**src/rtl/core/gradient_hysteresis_edges_core_macros.svh**
```systemverilog
// assertion helpers, each expects i_clk and i_rst_n in scope
`ifndef GRADIENT_HYSTERESIS_EDGES_CORE_MACROS_SVH
`define GRADIENT_HYSTERESIS_EDGES_CORE_MACROS_SVH

`define GHE_ASSERT_ALWAYS(lbl, cond, msg) \
    lbl: assert property (@(posedge i_clk) disable iff (!i_rst_n) (cond)) else $error(msg);

`define GHE_ASSERT_IMPLIES(lbl, ante, cons, msg) \
    lbl: assert property (@(posedge i_clk) disable iff (!i_rst_n) (ante) |-> (cons)) \
        else $error(msg);

`endif

```
**src/rtl/core/ghe_pkg.sv**
```systemverilog
package ghe_pkg;

    localparam int PIX_BITS      = 8;
    localparam int LVL_BITS      = 9;
    localparam int DIFF_BITS     = 9;
    localparam int SQ_BITS       = 16;
    localparam int G2_BITS       = 17;
    localparam int LVL_SQ_BITS   = 18;
    localparam int CFG_IDX_BITS  = 2;
    localparam int CFG_DATA_BITS = 11;
    localparam int MIN_SIZE      = 3;
    localparam int RST_LOW       = 50;
    localparam int RST_HIGH      = 100;
    localparam int RST_WIDTH     = 640;
    localparam int RST_HEIGHT    = 480;

    localparam int Q_DEPTH    = 4;
    localparam int Q_CNT_BITS = $clog2(Q_DEPTH + 1);
    localparam int Q_PTR_BITS = $clog2(Q_DEPTH);

    typedef enum logic [1:0] {
        LAB_NONE   = 2'd0,
        LAB_WEAK   = 2'd1,
        LAB_STRONG = 2'd2
    } t_label;

    typedef enum logic [CFG_IDX_BITS-1:0] {
        REG_LOW    = 2'd0,
        REG_HIGH   = 2'd1,
        REG_WIDTH  = 2'd2,
        REG_HEIGHT = 2'd3
    } t_reg;

    // one step of the back end: first label of a pixel plus where the settled pixel sits
    typedef struct packed {
        t_label label;
        logic   settle;
        logic   last;
        logic   top;
        logic   bot;
        logic   lft;
        logic   rgt;
    } t_step;

endpackage

```
**src/rtl/core/ghe_res_if.sv**
```systemverilog
interface ghe_res_if;
    logic valid;
    logic ready;
    logic is_edge;
    logic frame_end;

    modport source (output valid, output is_edge, output frame_end, input ready);
    modport sink (input valid, input is_edge, input frame_end, output ready);
endinterface

```
**src/rtl/core/ghe_back.sv**
```systemverilog
module ghe_back #(
    parameter int MAX_WIDTH = 1024
) (
    input  logic                            i_clk,
    input  logic                            i_rst_n,
    input  logic [$clog2(MAX_WIDTH+1)-1:0]  i_w,
    input  logic                            i_restart,
    input  logic                            i_q_valid,
    input  ghe_pkg::t_step                  i_q_data,
    output logic                            o_pop,
    ghe_res_if.source                       o_res
);

    localparam int W_BITS = $clog2(MAX_WIDTH + 1);
    localparam int A_BITS = $clog2(MAX_WIDTH);

    ghe_pkg::t_label r_fmem [MAX_WIDTH];
    ghe_pkg::t_label r_umem [MAX_WIDTH];
    logic [A_BITS-1:0] r_fp;
    logic [A_BITS-1:0] r_up;

    // 3x3 window: u row above (final), f/fprev own row, c row below (first labels)
    ghe_pkg::t_label r_frd;
    ghe_pkg::t_label r_f1;
    ghe_pkg::t_label r_fprev;
    ghe_pkg::t_label r_urd;
    ghe_pkg::t_label r_u1;
    ghe_pkg::t_label r_u2;
    ghe_pkg::t_label r_c1;
    ghe_pkg::t_label r_c2;
    ghe_pkg::t_label r_c3;

    logic r_ov;
    logic r_edge;
    logic r_end;

    ghe_pkg::t_step  hd;
    logic            strong_any;
    ghe_pkg::t_label fin;

    assign hd    = i_q_data;
    assign o_pop = i_q_valid && (!r_ov || o_res.ready);

    assign strong_any =
        (!hd.top && !hd.lft && r_u2 == ghe_pkg::LAB_STRONG) ||
        (!hd.top && r_u1 == ghe_pkg::LAB_STRONG) ||
        (!hd.top && !hd.rgt && r_urd == ghe_pkg::LAB_STRONG) ||
        (!hd.lft && r_fprev == ghe_pkg::LAB_STRONG) ||
        (!hd.rgt && r_frd == ghe_pkg::LAB_STRONG) ||
        (!hd.bot && !hd.lft && r_c3 == ghe_pkg::LAB_STRONG) ||
        (!hd.bot && r_c2 == ghe_pkg::LAB_STRONG) ||
        (!hd.bot && !hd.rgt && r_c1 == ghe_pkg::LAB_STRONG);

    always_comb begin
        fin = r_f1;
        if (r_f1 == ghe_pkg::LAB_WEAK) begin
            fin = strong_any ? ghe_pkg::LAB_STRONG : ghe_pkg::LAB_NONE;
        end
    end

    always_ff @(posedge i_clk) begin
        if (!i_rst_n || i_restart) begin
            r_fp <= '0;
            r_up <= '0;
        end else if (o_pop) begin
            if (W_BITS'(r_fp) == i_w - W_BITS'(1)) begin
                r_fp <= '0;
            end else begin
                r_fp <= r_fp + A_BITS'(1);
            end
            if (W_BITS'(r_up) == i_w - W_BITS'(3)) begin
                r_up <= '0;
            end else begin
                r_up <= r_up + A_BITS'(1);
            end
        end
    end

    always_ff @(posedge i_clk) begin
        if (o_pop) begin
            r_frd        <= r_fmem[r_fp];
            r_fmem[r_fp] <= hd.label;
            r_f1         <= r_frd;
            r_urd        <= r_umem[r_up];
            r_umem[r_up] <= fin;
            r_u1         <= r_urd;
            r_u2         <= r_u1;
            r_c1         <= hd.label;
            r_c2         <= r_c1;
            r_c3         <= r_c2;
            r_fprev      <= fin;
        end
    end

    always_ff @(posedge i_clk) begin
        if (!i_rst_n) begin
            r_ov <= 1'b0;
        end else if (o_pop && hd.settle) begin
            r_ov <= 1'b1;
        end else if (o_res.ready) begin
            r_ov <= 1'b0;
        end
    end

    always_ff @(posedge i_clk) begin
        if (o_pop && hd.settle) begin
            r_edge <= (fin == ghe_pkg::LAB_STRONG);
            r_end  <= hd.last;
        end
    end

    assign o_res.valid     = r_ov;
    assign o_res.is_edge   = r_edge;
    assign o_res.frame_end = r_end;

endmodule

```
**src/flat_wrapper.sv**
```systemverilog
// flat-port wrapper written by rule: the top's interface ports become plain ports
module ghe_back_flat 
#(
    parameter int MAX_WIDTH = 1024
)
  (i_clk, i_rst_n, i_w, i_restart, i_q_valid, i_q_data, o_pop, o_res_valid, o_res_is_edge, o_res_frame_end, o_res_ready);
  ghe_res_if o_res_i ();
  input  logic i_clk;
  input  logic i_rst_n;
  input  logic [$clog2(MAX_WIDTH+1)-1:0] i_w;
  input  logic i_restart;
  input  logic i_q_valid;
  input  ghe_pkg::t_step i_q_data;
  output logic o_pop;
  output wire logic [$bits(o_res_i.valid)-1:0] o_res_valid;
  output wire logic [$bits(o_res_i.is_edge)-1:0] o_res_is_edge;
  output wire logic [$bits(o_res_i.frame_end)-1:0] o_res_frame_end;
  input wire logic [$bits(o_res_i.ready)-1:0] o_res_ready;
  assign o_res_valid = o_res_i.valid;
  assign o_res_is_edge = o_res_i.is_edge;
  assign o_res_frame_end = o_res_i.frame_end;
  assign o_res_i.ready = o_res_ready;
  ghe_back #(.MAX_WIDTH(MAX_WIDTH)) u_core (.i_clk(i_clk), .i_rst_n(i_rst_n), .i_w(i_w), .i_restart(i_restart), .i_q_valid(i_q_valid), .i_q_data(i_q_data), .o_pop(o_pop), .o_res(o_res_i));
endmodule
```
**config.mk**
```make
export PLATFORM = sky130hd
export DESIGN_NAME = ghe_back_flat
export DESIGN_NICKNAME = d
export VERILOG_FILES = /design/src/rtl/core/gradient_hysteresis_edges_core_macros.svh /design/src/rtl/core/ghe_pkg.sv /design/src/rtl/core/ghe_res_if.sv /design/src/rtl/core/ghe_back.sv /design/src/flat_wrapper.sv
export SDC_FILE = /design/constraint.sdc
export NUM_CORES = 2
export LEC_CHECK = 0
export BUFFER_PORTS_ARGS = -buffer_cell sky130_fd_sc_hd__buf_2
export CAP_MARGIN = 40
export CORE_MARGIN = 8
export CORE_UTILIZATION = 49
export CTS_CLUSTER_SIZE = 20
export DETAILED_ROUTE_END_ITERATION = 12
export SYNTH_ARGS = -nofsm -noshare
export SYNTH_HDL_FRONTEND = slang
export SYNTH_SLANG_ARGS = --single-unit
```
**constraint.sdc**
```tcl
create_clock -name i_clk -period 32.2 [get_ports i_clk]
set_input_delay 6.44 -clock i_clk [delete_from_list [all_inputs] [get_ports i_clk]]
set_output_delay 6.44 -clock i_clk [all_outputs]
set_load 0.02 [all_outputs]
```
# Word level (Yosys, flattened, before mapping)
# Memory sizes are Yosys's and may differ from the RTL's. A register that Yosys moved wholly into a read port is not among the register bits.
# Cells that the tools add are included.
[totals]
regBits = 37
mem_bits_rw = 4096
inputBits = 24
out_inout_bits = 4
elab_cells = 68
n_memories = 2
[memory_table]
columns = ["name", "words", "word_bits", "rd", "rd_ports_with_merged_regs", "write_ports", "line_no", "source"]
rows = [
  ["u_core.r_fmem", 1024, 2, 1, 1, 1, "ghe_back.sv:17", "ghe_pkg::t_label r_fmem [MAX_WIDTH];"],
  ["u_core.r_umem", 1024, 2, 1, 1, 1, "ghe_back.sv:18", "ghe_pkg::t_label r_umem [MAX_WIDTH];"],
]
[op_classes]
n_addsub = 4
n_eq_ne = 12
mux = 8
reduce_logical = 30
[ops]
columns = ["op", "n"]
rows = [
  ["10-bit by 11-bit equality test with 1-bit output", 2],
  ["10-bit by 1-bit adder with 10-bit output, second input constant", 2],
  ["10-bit two-way mux", 2],
  ["2-bit equality test, second input constant", 9],
  ["1-bit logical AND", 14],
  ["11-bit by 1-bit subtractor with 11-bit output, second input constant", 1],
  ["11-bit by 2-bit subtractor with 11-bit output, second input constant", 1],
  ["1-bit logical OR", 9],
  ["1-bit logical NOT", 6],
  ["1-bit two-way mux", 4],
  ["2-bit two-way mux", 2],
  ["2-bit by 1-bit equality test with 1-bit output, second input constant", 1],
  ["2-bit nonzero test", 1],
]

# Logic depth before layout (Yosys ltp)
[depth]
ltp_word = 13
depth_mapped = 14
depth_no_buf = 9

# Least setup slack after synthesis
# No wires, ideal clock.
[synth_timing]
path_kind = "input port to flip-flop"
startpoint = "input port i_q_data[2] (netlist bit)"
endpoint = "register u_core.r_fprev[1], data pin"
setup_ns = 2.997
arrival_ns = 19.644
required_ns = 29.203
setup_slack_ns = 9.559
path_stages = 5
path_buffers = 0
path_cell_list = "nor2_1 -> a21oi_1 -> o22ai_1 -> o31ai_1 -> nand2b_1"
[synth_via]
elab_chain_cells = 8
elab_cells_between_ends = 11
[synth_rtl]
columns = ["item", "line_no", "source"]
rows = [
  ["start, declared", "flat_wrapper.sv:13", "input ghe_pkg::t_step i_q_data;"],
  ["1-bit logical NOT *", "ghe_back.sv:50, ghe_back.sv:51, ghe_back.sv:52", ""],
  ["1-bit logical AND (2 in series)", "ghe_back.sv:50", "(!hd.bot && !hd.lft && r_c3 == ghe_pkg::LAB_STRONG) ||"],
  ["1-bit logical OR", "ghe_back.sv:49", "(!hd.rgt && r_frd == ghe_pkg::LAB_STRONG) ||"],
  ["1-bit logical OR", "ghe_back.sv:50", ""],
  ["1-bit logical OR *", "ghe_back.sv:51", "(!hd.bot && r_c2 == ghe_pkg::LAB_STRONG) ||"],
  ["2-bit two-way mux *", "ghe_back.sv:57", "fin = strong_any ? ghe_pkg::LAB_STRONG : ghe_pkg::LAB_NONE;"],
  ["2-bit two-way mux *", "ghe_back.sv:56", "if (r_f1 == ghe_pkg::LAB_WEAK) begin"],
  ["named net u_core.fin[1]", "ghe_back.sv:39", "ghe_pkg::t_label fin;"],
  ["end signal, assigned", "ghe_back.sv:91", "r_fprev <= fin;"],
  ["end, declared", "ghe_back.sv:25", "ghe_pkg::t_label r_fprev;"],
]
# Mark *: on every way through the listed nets, which the timed path passes. The rest lies on a longest branch.
# A chain may end at the register's enable or synchronous reset.

# Worst setup path after layout
[layout_timing]
startpoint = "input port o_res_ready"
endpoint = "output port o_pop"
[layout_via]
elab_chain_cells = 2
[layout_rtl]
columns = ["item", "line_no", "source"]
rows = [
  ["start, declared", "flat_wrapper.sv:18", "input wire logic [$bits(o_res_i.ready)-1:0] o_res_ready;"],
  ["1-bit logical OR", "ghe_back.sv:42", "assign o_pop = i_q_valid && (!r_ov || o_res.ready);"],
  ["1-bit logical AND", "ghe_back.sv:42", ""],
  ["end, declared", "flat_wrapper.sv:14", "output logic o_pop;"],
]
# Every way passes these cells.

==> impl_metrics.env <==
export IMPL_status="complete, no violations"
export IMPL_rsz0062_at_grt="no"
export IMPL_hold_path_class="reg -> reg"
export IMPL_hold_end="u_core.r_c2[1]"
export IMPL_area_delta_synth_final_pct=11.8
export IMPL_cp_required_ns=25.76
export IMPL_reg2reg_from="u_core.r_up[1]"
export IMPL_numCtsBuffers=424
export IMPL_min_period_ns=14.02
export IMPL_cp_arrival_ns=7.58
export IMPL_yosys_top_cells_area="edfxtp_1 73%, mux2i_1 9.0%, nor2_1 5.0%, mux4_2 3.6%, o22ai_1 2.3%"
export IMPL_tns_ns=0
export IMPL_yosys_warnings=0
export IMPL_grt_pass1_wl_um=702000
export IMPL_endpoint_kind="output pin"
export IMPL_drtIter0Drc=11900
export IMPL_h_tree_depth=5
export IMPL_first_pass_iters=7
export IMPL_final_util=0.551
export IMPL_whs_path_depth=0
export IMPL_detailed_place_hpwl_um=285000
export IMPL_final_hold_viol_count=0
export IMPL_critPathTopFamily="simple AND/OR/NAND/NOR gates"
export IMPL_r2r_cells=12
export IMPL_synth_common_cells="4116 x edfxtp_1, 2260 x nor2_1, 1523 x mux2i_1"
export IMPL_critical_path_class="in -> out"
export IMPL_final_period_utilization=0.435
export IMPL_cp_max_fo=10
export IMPL_fillers=27100
export IMPL_viasPerCell=6.24
export IMPL_core_area_sq_um=343000
export IMPL_cts_sinks=4137
export IMPL_ctsHoldBuffers=0
export IMPL_route_vias_total=97600
export IMPL_drtAntennaViolNets=0
export IMPL_cp_buffers_inverters=3
export IMPL_max_clock_freq_mhz=71.3
export IMPL_cpMostUsedCell="buf_2"
export IMPL_start_kind="input pin"
export IMPL_postSynthAreaPerCell_sq_um=15.7
export IMPL_drcViolationCount=0
export IMPL_p_leak_nw=55.0
export IMPL_cts_tree="yes"
export IMPL_ios=28
export IMPL_overflow=0
export IMPL_grt_max_degree=239
export IMPL_syn_inst=10800
export IMPL_min_from="u_core.r_c1[1]"
export IMPL_grt_pass1_vias=98200
export IMPL_tightest_slew_ns=1.30
export IMPL_path_cells="buf_2 > or2b_4 > nand2_1 > inv_2 > buf_2"
export IMPL_layout_nets=10800
export IMPL_grt_util_all_layers=0.266
export IMPL_start_util=0.493
export IMPL_wl_um=500000
export IMPL_clk_pin_slew_ns=0.06
export IMPL_ys_flop_type="edfxtp_1"
export IMPL_slowest_stage="nand2_1"
export IMPL_yosys_cell_count_top_type="edfxtp_1"
export IMPL_p_total_mw=11.1
export IMPL_cpPeakStageDelay_ns=0.35
export IMPL_relSlewSlack=0.137
export IMPL_die_area_sq_um=364000
export IMPL_ys_seq_elements=4137
export IMPL_gp_congestion=0.830
export IMPL_post_cts_buffers=0
export IMPL_yosysTopAreaCell="edfxtp_1"
export IMPL_clock_skew_ns=0.0971
export IMPL_synthArstFlopShare=0
export IMPL_vdd_drop_max_mv=0.0544
export IMPL_layout_drive_gt1_share=0.126
export IMPL_slew_violations=0
export IMPL_synth_nets=10800
export IMPL_ys_seq_area_frac=0.734
export IMPL_num_rows=215
export IMPL_post_cts_resized=0
export IMPL_numPortBuffers=27
export IMPL_clock_latency_ns=0.97
export IMPL_cap_viol_max_count=0
export IMPL_clockRootBuffer="clkbuf_16"
export IMPL_synth_edff_count=4116
export IMPL_cts_buffer_depth=4
export IMPL_setup_viol=0
export IMPL_netlist_area_sq_um=169000
export IMPL_rrSetupSlack_ns=25.02
export IMPL_placed_cell_area_sq_um=175000
export IMPL_yosysTopAreaCellShare=0.732
export IMPL_power_density_nw_per_um2=58.7
export IMPL_wl_per_cell_um=31.9
export IMPL_ys_types=86
export IMPL_r2r_end="u_core.r_urd[0]"
export IMPL_die_h_um=603
export IMPL_antenna_found_initial=30
export IMPL_final_area_sq_um=189000
export IMPL_die_w_um=603
layout by cell type (no fill, tap or decap), types with 80 or more instances in the layout:
cell type  instances
buf_4            248
clkbuf_16        427
clkinv_1         101
edfxtp_1        4116
mux2i_1         1523
mux4_2           271
nand2_1          209
nand3_1           80
nor2_1          2251
nor4_1           139
o21ai_0           99
o22ai_1          611
worst max path at each step:
stage                 from           endpoint  slack, ns  cells after the start
2_1_floorplan  i_q_data[2]  u_core.r_fprev[1]       9.56                      5
3_3_place_gp   o_res_ready              o_pop      18.20                      5
3_5_place_dp   o_res_ready              o_pop      18.17                      5
4_1_cts        o_res_ready              o_pop      18.17                      5
5_1_grt        o_res_ready              o_pop      18.15                      5
6_report       o_res_ready              o_pop      18.18                      5
kinds of logic after synthesis:
group	synth area share
flip-flops	0.734
AND/OR/NAND/NOR	0.0723
multiplexers	0.129
AO/OA/AOI/OAI	0.0365
buffers and inverters	0.0255
XOR/XNOR	0.00223
adder cells (fa/ha/maj)	0.000741
area by class of cell:
| class | instances | area [sq um] | share of cell area |
|---|---|---|---|
| well taps | 4557 | 5700 | 0.0302 |
| repair buffers | 385 | 4310 | 0.0228 |
| multi-input cells | 5770 | 41100 | 0.217 |
| inverters | 16 | 60.1 | 0.000318 |
| diodes | 14 | 35.0 | 0.000185 |
| clock inverters | 266 | 2710 | 0.0144 |
| clock buffers | 506 | 11000 | 0.0582 |
| flip-flops and latches | 4137 | 124000 | 0.657 |
where the power goes:
part / total [mW] / internal (mW) / switching [mW]
combinational: 0.266 / 0.0690 / 0.197
sequential: 5.96 / 5.96 / 0.00365
clock: 4.87 / 2.79 / 2.08
total: 11.1 / 8.82 / 2.28
per-stage QoR:
stage               worst slack [ns]  std cells  hold slack (ns)
floorplan                       9.56      10800            0.418
global placement               18.20      14800            0.430
detailed placement             18.17      14900            0.440
CTS                            18.17      15600            0.452
global route                   18.15      15600            0.459
finish                         18.18      15700            0.450
metal layers:
metal / track usage / share of wire
met1: 0.345 / 0.38
met2: 0.448 / 0.49
met3: 0.0438 / 0.085
met4: 0.107 / 0.046
met5: 0 / 0.00012
flip-flops by register name, indices dropped and copies added (netlist names):
register / cells
u_core.r_up: 10
u_core.r_fprev: 2
u_core.r_u1: 2
u_core.r_u2: 2
u_core.r_c2: 2
u_core.r_fp: 10
u_core.r_urd: 2
u_core.r_fmem: 2048
u_core.r_c1: 2
u_core.r_f1: 2
u_core.r_c3: 2
u_core.r_frd: 2
u_core.o_res.is_edge: 1
u_core.r_umem: 2048
u_core.o_res.valid: 1
u_core.o_res.frame_end: 1
Note: power is estimated with default switching activity, not from simulation.
