$ cat src/rtl/core/gradient_hysteresis_edges_core_macros.svh
// assertion helpers, each expects i_clk and i_rst_n in scope
`ifndef GRADIENT_HYSTERESIS_EDGES_CORE_MACROS_SVH
`define GRADIENT_HYSTERESIS_EDGES_CORE_MACROS_SVH

`define GHE_ASSERT_ALWAYS(lbl, cond, msg) \
    lbl: assert property (@(posedge i_clk) disable iff (!i_rst_n) (cond)) else $error(msg);

`define GHE_ASSERT_IMPLIES(lbl, ante, cons, msg) \
    lbl: assert property (@(posedge i_clk) disable iff (!i_rst_n) (ante) |-> (cons)) \
        else $error(msg);

`endif

$ cat src/rtl/core/ghe_pkg.sv
package ghe_pkg;

    localparam int PIX_BITS      = 8;
    localparam int LVL_BITS      = 9;
    localparam int DIFF_BITS     = 9;
    localparam int SQ_BITS       = 16;
    localparam int G2_BITS       = 17;
    localparam int LVL_SQ_BITS   = 18;
    localparam int CFG_IDX_BITS  = 2;
    localparam int CFG_DATA_BITS = 11;
    localparam int MIN_SIZE      = 3;
    localparam int RST_LOW       = 50;
    localparam int RST_HIGH      = 100;
    localparam int RST_WIDTH     = 640;
    localparam int RST_HEIGHT    = 480;

    localparam int Q_DEPTH    = 4;
    localparam int Q_CNT_BITS = $clog2(Q_DEPTH + 1);
    localparam int Q_PTR_BITS = $clog2(Q_DEPTH);

    typedef enum logic [1:0] {
        LAB_NONE   = 2'd0,
        LAB_WEAK   = 2'd1,
        LAB_STRONG = 2'd2
    } t_label;

    typedef enum logic [CFG_IDX_BITS-1:0] {
        REG_LOW    = 2'd0,
        REG_HIGH   = 2'd1,
        REG_WIDTH  = 2'd2,
        REG_HEIGHT = 2'd3
    } t_reg;

    // one step of the back end: first label of a pixel plus where the settled pixel sits
    typedef struct packed {
        t_label label;
        logic   settle;
        logic   last;
        logic   top;
        logic   bot;
        logic   lft;
        logic   rgt;
    } t_step;

endpackage

$ cat src/rtl/core/ghe_queue.sv
`include "gradient_hysteresis_edges_core_macros.svh"

module ghe_queue (
    input  logic                            i_clk,
    input  logic                            i_rst_n,
    input  logic                            i_push,
    input  ghe_pkg::t_step                  i_push_data,
    input  logic                            i_pop,
    output logic                            o_valid,
    output ghe_pkg::t_step                  o_data,
    output logic [ghe_pkg::Q_CNT_BITS-1:0]  o_count
);

    ghe_pkg::t_step                  r_mem [ghe_pkg::Q_DEPTH];
    logic [ghe_pkg::Q_PTR_BITS-1:0]  r_wp;
    logic [ghe_pkg::Q_PTR_BITS-1:0]  r_rp;
    logic [ghe_pkg::Q_CNT_BITS-1:0]  r_count;

    always_ff @(posedge i_clk) begin
        if (!i_rst_n) begin
            r_wp    <= '0;
            r_rp    <= '0;
            r_count <= '0;
        end else begin
            if (i_push) begin
                r_wp <= r_wp + 1'b1;
            end
            if (i_pop) begin
                r_rp <= r_rp + 1'b1;
            end
            if (i_push && !i_pop) begin
                r_count <= r_count + 1'b1;
            end else if (!i_push && i_pop) begin
                r_count <= r_count - 1'b1;
            end
        end
    end

    always_ff @(posedge i_clk) begin
        if (i_push) begin
            r_mem[r_wp] <= i_push_data;
        end
    end

    assign o_valid = (r_count != '0);
    assign o_data  = r_mem[r_rp];
    assign o_count = r_count;

    `GHE_ASSERT_IMPLIES(a_q_no_overflow, i_push && !i_pop, r_count < ghe_pkg::Q_CNT_BITS'(ghe_pkg::Q_DEPTH), "queue overflow")
    `GHE_ASSERT_IMPLIES(a_q_no_underflow, i_pop, r_count != '0, "queue underflow")

endmodule

$ cat config.mk
export PLATFORM = sky130hd
export DESIGN_NAME = ghe_queue
export DESIGN_NICKNAME = d
export VERILOG_FILES = /design/src/rtl/core/ghe_pkg.sv /design/src/rtl/core/ghe_queue.sv
export VERILOG_INCLUDE_DIRS = /design/src /design/src/rtl/core
export SDC_FILE = /design/constraint.sdc
export NUM_CORES = 1
export LEC_CHECK = 0
export BUFFER_PORTS_ARGS = -buffer_cell sky130_fd_sc_hd__buf_4
export CAP_MARGIN = 30
export CORE_ASPECT_RATIO = 0.9
export CORE_MARGIN = 4
export CORE_UTILIZATION = 54
export CTS_CLUSTER_SIZE = 30
export DETAILED_ROUTE_END_ITERATION = 12
export GPL_ROUTABILITY_DRIVEN = 0
export HOLD_SLACK_MARGIN = 0.06
export PLACE_DENSITY = 0.76
export SLEW_MARGIN = 20
export SYNTH_ARGS = -nofsm -noshare
export SYNTH_HDL_FRONTEND = slang
export SYNTH_SLANG_ARGS = --single-unit
$ cat constraint.sdc
create_clock -name i_clk -period 1.97 [get_ports i_clk]
set_input_delay 0.2955 -clock i_clk [delete_from_list [all_inputs] [get_ports i_clk]]
set_output_delay 0.2955 -clock i_clk [all_outputs]
set_load 0.01 [all_outputs]
# Word level (Yosys, flattened, before mapping)

Memory sizes are Yosys's and may differ from the RTL's. A register that Yosys moved wholly into a read port is not among the register bits.
Index checks and enable logic that the tools add are counted.

Add/subtract/negate cells: 4
Muxes and demuxes: 6
Reductions and logical operators: 6

Operator list:

| operator            | number |
|---|---|
| $mux 3              | 2 |
| $add 2x1->2 const B | 2 |
| $mux 2              | 2 |
| $add 3x1->3 const B | 1 |
| $reduce_bool 3->1   | 1 |
| $sub 3x1->3 const B | 1 |
| $logic_and 1x1->1   | 2 |
| $logic_not 1->1     | 2 |
| $mux 1              | 2 |
| $reduce_bool 2->1   | 1 |

Register bits after elaboration: 7
Bits in writable memories: 32
Input bits: 12
Output and inout port bits: 12
Word-level logic and storage cells: 20
Memories: 1

Memory list:

| memory | words | bits a word | read ports | clocked after memory_dff | wr ports | RTL line        | source |
|---|---|---|---|---|---|---|---|
| r_mem  | 4     | 8           | 1          | 1                        | 1        | ghe_queue.sv:14 | `ghe_pkg::t_step r_mem [ghe_pkg::Q_DEPTH];` |

# Longest topological paths before layout

Gate-level depths: netlist (run 1).

Word-level depth: 4
Depth in mapped cells: 7
Mapped depth without buffers: 7

# Worst setup path after synthesis (run 1)

No wires, ideal clock.

Kind: input -> register
Start: input port i_pop
End: register r_count (netlist bit o_count[2])
Arrival: 1.466 ns
Setup slack: 0.434 ns
Stages: 7
Path buffers: 0
Path through: inv_1 -> ha_1 -> inv_1 -> fa_1 -> xor2_1 -> or3_1 -> a21boi_1

Cells in the longest elaborated chain, start to end: 3

RTL lines:

| element                                     | RTL line        | source |
|---|---|---|
| from (decl)                                 | ghe_queue.sv:8  | `input logic i_pop,` |
| $logic_not 1->1                             | ghe_queue.sv:31 | `if (i_push && !i_pop) begin` |
| $logic_and 1x1->1                           | ghe_queue.sv:31 |  |
| $mux 3 or $reduce_bool 2->1 (tied branches) | -               |  |
| to (signal assigned)                        | ghe_queue.sv:32 | `r_count <= r_count + 1'b1;` |
| to (signal assigned)                        | ghe_queue.sv:34 | `r_count <= r_count - 1'b1;` |
| to (decl)                                   | ghe_queue.sv:17 | `logic [ghe_pkg::Q_CNT_BITS-1:0] r_count;` |

Several ways; a longest one is shown, not always the timed one.
A chain may end at the register's enable or synchronous reset.

==> results.py, run 1 <==
metrics = {
    "global_routing": {
        "antenna_found_initial": 0,
        "grt_pass1_vias": 790,
        "grt_max_degree": 13,
        "track_usage": 0.1409,
        "overflow": 0,
        "grt_pass1_wl_um": 3829,
    },
    "placement": {
        "dp_hpwl_um": 1642,
        "dpl.cell_count": 146,
        "port_buffers": 23,
    },
    "yosys": {
        "synth_area_leaders": "edfxtp_1 60%, dfxtp_1 11%, mux4_2 11%, ha_1 3.9%, and2_1 3.5%",
        "syn-num-nets": 102,
        "ys_top_cells_by_count": "32 x edfxtp_1, 9 x and2_1, 9 x dfxtp_1, 8 x mux4_2, 5 x ha_1",
        "async_reset_ff_frac": 0,
        "avgSynthCellArea_um2": 19.01,
        "synth-edff-count": 32,
        "ys_types": 17,
        "synth_ff_type": "edfxtp_1",
        "ys_warn_count": 0,
        "yosysTopAreaCell": "edfxtp_1",
        "synth_area_um2": 1597,
        "ys_seq_area_frac": 0.7147,
        "synth_top_area_frac": 0.6019,
        "synth_most_common_cell": "edfxtp_1",
        "ys_seq_elements": 41,
        "synthCells": 84,
    },
    "clocking": {
        "ctsHtreeMaxLevel": 2,
        "cts-root-buf": "clkbuf_4",
        "cts_sinks": 41,
        "cts-hold-fix-buffers": 0,
        "clk_latency_ns": 0.33,
        "clk_path_buf_depth": 2,
        "cts_tree": "built",
        "post-cts-setup-buffer-count": 0,
        "cts_resized": 0,
        "clk_pin_slew_ns": 0.12,
        "cts_buffers": 5,
    },
    "sta": {
        "worst_pin_slew_ns": 0.4703,
        "finalCritPeriodShare": 0.9298,
        "report.final.slew_viol_count": 0,
        "min_period_ns": 1.832,
        "setup_violations": 0,
        "rsz0062_at_grt": "false",
        "relSlewSlack": 0.6865,
        "fmax_mhz": 546.0,
        "finalHoldViolations": 0,
        "finClkSkew_ns": 0.007024,
        "fin_setup_tns_ns": 0,
    },
    "run": {
        "drv_cap": 0,
    },
    "setup_path": {
        "end_kind": "output pin",
        "required_ns": 1.67,
        "critPathKind": "flop to output pin",
        "cp.arrival_ns": 1.54,
        "startpoint_type": "flop",
        "crit_fanout": 8,
        "rrSetupSlack_ns": 0.52,
        "r2r_start": "o_count[0]",
    },
    "route": {
        "first_iter_violations": 23,
        "drt_wl_total_um": 2370,
        "via_per_inst": 5.058,
        "postRouteAntennaNets": 0,
        "drc": 0,
        "vias": 779,
        "wl_per_cell_um": 15.39,
        "dr.pass1.iters": 2,
    },
    "die": {
        "start_util": 0.5717,
        "io_pins": 24,
        "die_w_um": 65.32,
        "core.rowCount": 18,
        "die_h_um": 59.59,
        "core_um2": 2793,
        "die-area_um2": 3892,
    },
    "power": {
        "finalPower_w": 0.001693,
        "powerDensity_nw_per_um2": 905.2,
        "power_leakage_nw": 0.6939,
        "ir_worst_vdd_mv": 0.4784,
    },
    "layout": {
        "syn2layout_area_growth_pct": 17.16,
        "layout.cells.non_filler": 154,
        "nNetsFinal": 131,
        "num_antenna_cells": 0,
        "drive_gt1_frac": 0.3421,
    },
    "hold_path": {
        "hp-class": "input pin to flop",
        "holdCritStartpoint": "i_push_data[6]",
    },
    "run_status": {
        "status": "finished, final reports clean",
    },
}
## metrics by stage
stage	setup WS [ns]	hold WS (ns)	instance area, µm²	utilization
floorplan	0.4335	0.3944	1597	-
global placement	0.2839	0.4750	1810	0.6483
detailed placement	0.2434	0.4921	1810	0.6483
CTS	0.1108	0.1426	1871	0.6698
global route	0.03804	0.1296	1871	0.6698
finish	0.1384	0.1536	1871	0.6698
## registers in the layout (all words and copies together) (netlist names), named ones only
name     count
r_rp         2
r_mem       32
r_wp         2
o_count      3
## power breakdown
| group | switching (W) | total (W) | internal [W] |
|---|---|---|---|
| Combinational | 0.000112 | 0.000256 | 0.000144 |
| Clock | 0.000251 | 0.000419 | 0.000168 |
| Sequential | 0.0000312 | 0.00102 | 0.000987 |
## worst max-delay path, cell delays in order, from the launching register on
cell	delay, ns
dfxtp_1	0.32
buf_4	0.20
mux4_2	0.53
buf_4	0.16
## cell type report
cell class | instances | area (µm²)
Clock buffer | 6 | 51.30
Inverter | 4 | 15.01
Sequential cell | 41 | 1141
Tap cell | 40 | 50.05
Fill cell | 225 | 922.1
Multi-Input combinational cell | 37 | 424.2
Clock inverter | 2 | 8.758
Timing Repair Buffer | 24 | 180.2
## placed cells by master, fill, tap and decap left out, drive strengths merged
master and count:
fa 1, edfxtp 32, clkbuf 6, o21ai 1
xnor2 2, ha 5, clkinv 2, or3 2
a21boi 1, buf 24, inv 4, mux2i 2
nor2b 2, nand2 1, xor2 3, mux4 8
dfxtp 9, and2 9
## path summary, 6_finish.rpt
path / to / cells past startpoint
max reg2reg: o_count[2] / 4
min reg2reg: o_count[2] / 2
min: r_mem[1][6] / 1
max: o_data[0] / 3
## layer usage
layer  wire [µm]  GRT usage  vias to the layer above
li1            -          -                      367
met5           0          0                        -
met1        1066     0.1762                      392
met4          37    0.07101                        0
met3         108    0.04934                        4
met2        1158     0.2193                       16
## kinds of logic after synthesis
| family | synth area share |
|---|---|
| simple gates | 0.05328 |
| buf+inv | 0.01959 |
| compound gates | 0.007836 |
| flops | 0.7147 |
| xor+xnor | 0.02743 |
| mux | 0.1254 |
| fa+ha+maj | 0.05172 |
(Power assumes the default switching activity.)
==> inputs of run 2 (changes only) <==
Settings changed: REMOVE_ABC_BUFFERS from default to 1.
==> run 2 against run 1 <==
Compared with the run above: die area is the same; flip-flop and latch count is the same; critical path depth did not move; non-clock buffer count unchanged; largest cell class unchanged; core utilization is 0.58 points higher; clock power increased by 25%; register-to-register slack got worse by 0.07 ns; final cell count is the same; clock-buffer cell count stayed put.
==> results.py, run 2 (synthesis gave the netlist of run 1 again) <==
metrics = {
    "route": {
        "drc": 0,
        "postRouteAntennaNets": 0,
        "first_iter_violations": 34,
        "vias": 766,
        "wl_per_cell_um": 15.51,
        "dr.pass1.iters": 4,
        "via_per_inst": 4.974,
        "drt_wl_total_um": 2389,
    },
    "setup_path": {
        "startpoint_type": "flop",
        "r2r_start": "o_count[0]",
        "rr_endpoint": "o_count[2]",
        "required_ns": 1.67,
        "crit_family": "multiplexers",
        "cp_slowest_cell": "mux4_2",
        "path_buf_inv": 2,
        "end_kind": "output pin",
        "critPathKind": "flop to output pin",
        "cp_cell_sequence": "buf_4 > mux4_2 > buf_4",
        "cp.depth": 3,
        "crit_top_cell": "buf_4",
        "endpoint": "o_data[3]",
        "crit_fanout": 8,
        "cp.arrival_ns": 1.57,
        "crit_path_max_incr_delay_ns": 0.53,
        "rrSetupSlack_ns": 0.45,
        "reg2reg_depth": 4,
    },
    "power": {
        "power_leakage_nw": 0.7005,
        "powerDensity_nw_per_um2": 954.6,
        "ir_worst_vdd_mv": 0.7168,
    },
    "layout": {
        "seqCellArea_um2": 1141,
        "num_antenna_cells": 0,
        "multi_input_area_um2": 424.2,
        "layout_commonest_cell": "edfxtp_1",
        "top_register": "r_mem",
        "final_cell_mix": "32 x edfxtp_1, 24 x buf_4, 9 x and2_1, 9 x dfxtp_1, 8 x mux4_2",
        "drive_gt1_frac": 0.3421,
        "num-fill-cells": 220,
        "post-route-util": 0.6756,
        "syn2layout_area_growth_pct": 18.18,
        "final_area_um2": 1887,
        "largest_register_ffs": 32,
        "nNetsFinal": 131,
    },
    "global_routing": {
        "track_usage": 0.1478,
        "overflow": 0,
        "grt_pass1_wl_um": 3919,
        "grt_pass1_vias": 809,
        "grt_max_degree": 14,
        "antenna_found_initial": 0,
    },
    "sta": {
        "rsz0062_at_grt": "false",
        "whs_ns": 0.1397,
        "finClkSkew_ns": 0.009527,
        "fin_setup_tns_ns": 0,
        "setup_violations": 0,
        "finalCritPeriodShare": 0.9452,
        "finalHoldViolations": 0,
        "report.final.slew_viol_count": 0,
        "fmax_mhz": 537.1,
        "relSlewSlack": 0.6922,
        "worst_pin_slew_ns": 0.4616,
        "min_period_ns": 1.862,
    },
    "die": {
        "core_um2": 2793,
        "die-area_um2": 3892,
        "die_w_um": 65.32,
        "io_pins": 24,
        "core.rowCount": 18,
        "start_util": 0.5717,
        "die_h_um": 59.59,
    },
    "run": {
        "drv_cap": 0,
    },
    "hold_path": {
        "hp-class": "input pin to flop",
    },
    "clocking": {
        "clk_pin_slew_ns": 0.12,
        "cts_tree": "built",
        "cts_sinks": 41,
        "ctsHtreeMaxLevel": 2,
        "cts-root-buf": "clkbuf_4",
        "cts_buffers": 5,
        "post-cts-setup-buffer-count": 0,
        "clk_path_buf_depth": 2,
        "clk_latency_ns": 0.35,
        "cts-hold-fix-buffers": 0,
        "cts_resized": 0,
    },
    "placement": {
        "place_area_um2": 1810,
        "port_buffers": 23,
        "dp_hpwl_um": 1604,
    },
    "run_status": {
        "status": "finished, final reports clean",
    },
}
## run 2: how the worst min path moves through the flow
stage	from	endpoint	slack, ns	depth (start not counted)
after floorplan	i_push_data[0]	r_mem[0][0]	0.39	0
after global placement	o_count[2]	o_count[2]	0.48	2
after detailed placement	i_push_data[6]	r_mem[3][6]	0.50	1
after CTS	i_push_data[0]	r_mem[3][0]	0.13	1
after global routing	i_push_data[7]	r_mem[3][7]	0.11	1
final	i_push_data[7]	r_mem[3][7]	0.14	1
## run 2: power breakdown
part           switching (W)  internal [W]  total (W)
clock network       0.000258      0.000266   0.000524
logic               0.000114      0.000145   0.000259
registers          0.0000307      0.000987    0.00102
## run 2: worst register-to-register path: cells and delay by family, from the launching register on
family                   cells  cell delay, ns
AO/OA/AOI/OAI                1            0.17
XOR/XNOR                     1            0.16
adder cells (fa/ha/maj)      1            0.44
flip-flops                   1            0.38
AND/OR/NAND/NOR              1            0.31
## run 2: area by class of cell
class | count | area share
Inverter | 4 | 0.007958
Clock inverter | 2 | 0.01857
Multi-Input combinational cell | 37 | 0.2248
Sequential cell | 41 | 0.6048
Tap cell | 40 | 0.02653
Clock buffer | 6 | 0.02188
Timing Repair Buffer | 24 | 0.09549
## run 2: metrics by stage
stage / std cells / setup WS (ns) / total power [W]
2_1_floorplan: 82 / 0.4335 / 0.001176
6_report: 154 / 0.1080 / 0.001801
3_5_place_dp: 146 / 0.1660 / 0.001303
4_1_cts: 154 / 0.07579 / 0.001825
5_1_grt: 154 / 0.004118 / 0.001897
3_3_place_gp: 146 / 0.2818 / 0.001293
## run 2: layer usage
metal	track usage	wire, µm	vias to the layer above
met1	0.1812	1048	370
li1	-	-	372
met2	0.2294	1167	19
met4	0.06213	48	0
met3	0.06641	124	5
met5	0	0	-
==> inputs of run 3 (changes only) <==
Settings changed: ABC_AREA from default to 1.
==> run 3 against run 2 <==
Compared with the run above: first-iteration DRC count grew to 3.2 times the previous value; sequential share of layout area decreased by 0.25 points; combinational power fell by 12%; maximum frequency up 4.1%; register-to-register slack improved by 0.23 ns; final cell count is 32% higher; worst setup slack better by 0.074 ns; critical path type unchanged.
==> results.py, run 3 <==
metrics = {
    "yosys": {
        "synth_area_leaders": "edfxtp_1 59%, dfxtp_1 11%, o21ai_0 5.5%, nor2_1 4.4%, ha_1 3.8%",
        "yosysTopAreaCell": "edfxtp_1",
        "ys_seq_elements": 41,
        "ys_seq_area_frac": 0.6972,
        "ys_types": 17,
        "synth_ff_type": "edfxtp_1",
        "synthCells": 134,
        "synth_top_area_frac": 0.5872,
        "synth_most_common_cell": "edfxtp_1",
        "synth-edff-count": 32,
        "ys_top_cells_by_count": "32 x edfxtp_1, 19 x nor2_1, 18 x o21ai_0, 16 x inv_1, 10 x nand2_1",
        "async_reset_ff_frac": 0,
        "synth_area_um2": 1637,
        "ys_warn_count": 0,
        "avgSynthCellArea_um2": 12.21,
    },
    "layout": {
        "layout_commonest_cell": "edfxtp_1",
        "final_cell_mix": "32 x edfxtp_1, 24 x buf_4, 19 x nor2_1, 18 x o21ai_0, 16 x inv_1",
        "num-fill-cells": 215,
        "top_register": "r_mem",
        "syn2layout_area_growth_pct": 15.90,
        "largest_register_ffs": 32,
        "post-route-util": 0.6738,
        "nNetsFinal": 181,
        "drive_gt1_frac": 0.2317,
        "final_area_um2": 1897,
        "num_antenna_cells": 0,
    },
    "global_routing": {
        "track_usage": 0.1747,
        "grt_pass1_wl_um": 4857,
        "overflow": 0,
        "grt_pass1_vias": 1019,
        "antenna_found_initial": 0,
        "grt_max_degree": 17,
    },
    "die": {
        "die-area_um2": 3977,
        "core_um2": 2815,
        "io_pins": 24,
        "start_util": 0.5813,
        "die_h_um": 60.23,
        "core.rowCount": 18,
        "die_w_um": 66.03,
    },
    "sta": {
        "worst_pin_slew_ns": 0.3868,
        "min_period_ns": 1.788,
        "fmax_mhz": 559.2,
        "report.final.slew_viol_count": 0,
        "finalHoldViolations": 0,
        "rsz0062_at_grt": "false",
        "finClkSkew_ns": 0.01018,
        "finalCritPeriodShare": 0.9077,
        "relSlewSlack": 0.7419,
        "setup_violations": 0,
        "finalWorstSetupSlack_ns": 0.1819,
        "fin_setup_tns_ns": 0,
    },
    "clocking": {
        "cts-hold-fix-buffers": 0,
        "clk_path_buf_depth": 2,
        "clk_latency_ns": 0.35,
        "cts_buffers": 5,
        "cts_sinks": 41,
        "ctsHtreeMaxLevel": 2,
        "clk_pin_slew_ns": 0.12,
        "cts_tree": "built",
        "cts-root-buf": "clkbuf_4",
    },
    "route": {
        "wl_per_cell_um": 14.67,
        "vias": 1051,
        "drt_wl_total_um": 2993,
        "first_iter_violations": 109,
        "via_per_inst": 5.152,
        "dr.pass1.iters": 4,
        "drc": 0,
        "postRouteAntennaNets": 0,
    },
    "run_status": {
        "status": "finished, final reports clean",
    },
    "power": {
        "ir_worst_vdd_mv": 0.5139,
        "power_leakage_nw": 0.7683,
        "seq_power_share": 0.618,
        "p_sw_w": 0.0004118,
        "p_sw_frac": 0.2530,
        "p_int_w": 0.001216,
        "pwr-share-clk": 0.241,
        "share_comb_of_total_power": 0.141,
        "powerDensity_nw_per_um2": 858.0,
    },
    "setup_path": {
        "startpoint_type": "flop",
        "crit_fanout": 9,
        "end_kind": "output pin",
        "critPathKind": "flop to output pin",
        "required_ns": 1.67,
        "cp.arrival_ns": 1.49,
    },
    "run": {
        "drv_cap": 0,
    },
    "placement": {
        "port_buffers": 23,
        "dp_hpwl_um": 2078,
        "dp_slack_ns": 0.4146,
        "place_area_um2": 1844,
    },
    "hold_path": {
        "hp-class": "input pin to flop",
    },
}
## run 3: changes by cell type after synthesis, moves of 8 or more
cell     previous run  this run
mux4_2              8         0
inv_1               4        16
nand2_1             1        10
o21ai_0             1        18
o22ai_1             0         8
and2_1              9         0
nor2_1              0        19
## run 3: area by class of cell
class / instances / area (µm²) / area share
Multi-Input combinational cell: 74 / 409.1 / 0.2157
Inverter: 17 / 63.81 / 0.03364
Clock buffer: 6 / 41.29 / 0.02177
Clock inverter: 2 / 10.01 / 0.005277
Sequential cell: 41 / 1142 / 0.6022
Timing Repair Buffer: 24 / 180.2 / 0.09499
Tap cell: 40 / 50.05 / 0.02639
## run 3: repair_timing
action	CTS	global route
setup buffers	0	0
resized for setup	0	1
setup endpoints to repair	0	5
## run 3: cells by family (layout without fill, tap and decap cells)
logic type                 after synthesis  count (layout)  share of synthesized area
DFF                                     41              41                     0.6972
AOI/OAI and AO/OA                       34              34                     0.1147
and+or+nand+nor                         34              34                    0.08487
adders and majority gates                6               6                    0.05046
buffers and inverters                   19              49                    0.05275
## run 3: path summary, 6_finish.rpt
| check | start | to | slack (ns) | cells after the start |
|---|---|---|---|---|
| setup / recovery | flop | o_data[3] | 0.18 | 4 |
| hold / removal | i_push_data[6] | r_mem[0][6] | 0.14 | 1 |
| setup reg to reg | r_wp[1] | r_mem[1][4] | 0.68 | 4 |
| hold reg to reg | r_rp[1] | r_rp[1] | 0.46 | 1 |
## run 3: power by group through the flow
stage	Sequential (W)	Clock, W	Combinational [W]
floorplan	0.00102	0	0.000115
global placement	0.00102	0	0.000220
detailed placement	0.00102	0	0.000231
CTS	0.00101	0.000399	0.000231
global route	0.00101	0.000444	0.000258
finish	0.00101	0.000393	0.000229
## run 3: worst max-delay path: stages, from the launching register on
cell and delay, ns:
dfxtp_1 0.42, inv_1 0.29, o21ai_0 0.16, o22ai_1 0.14
buf_4 0.14
## run 3: through the flow
stage / power [W] / hold slack, ns / cells
detailed placement: 0.001256 / 0.4429 / 196
global placement: 0.001243 / 0.4249 / 196
finish: 0.001627 / 0.1383 / 204
CTS: 0.001636 / 0.1351 / 204
global route: 0.001714 / 0.1238 / 204
floorplan: 0.001139 / 0.3944 / 132
## run 3: metal layers
layer  vias to the layer above  part of all wire  global-route usage
li1                        525                 -                   -
met1                       499              0.43              0.2069
met2                        23              0.50              0.2929
met3                         4             0.055             0.05075
met4                         0             0.014             0.08696
met5                         -                 0                   0
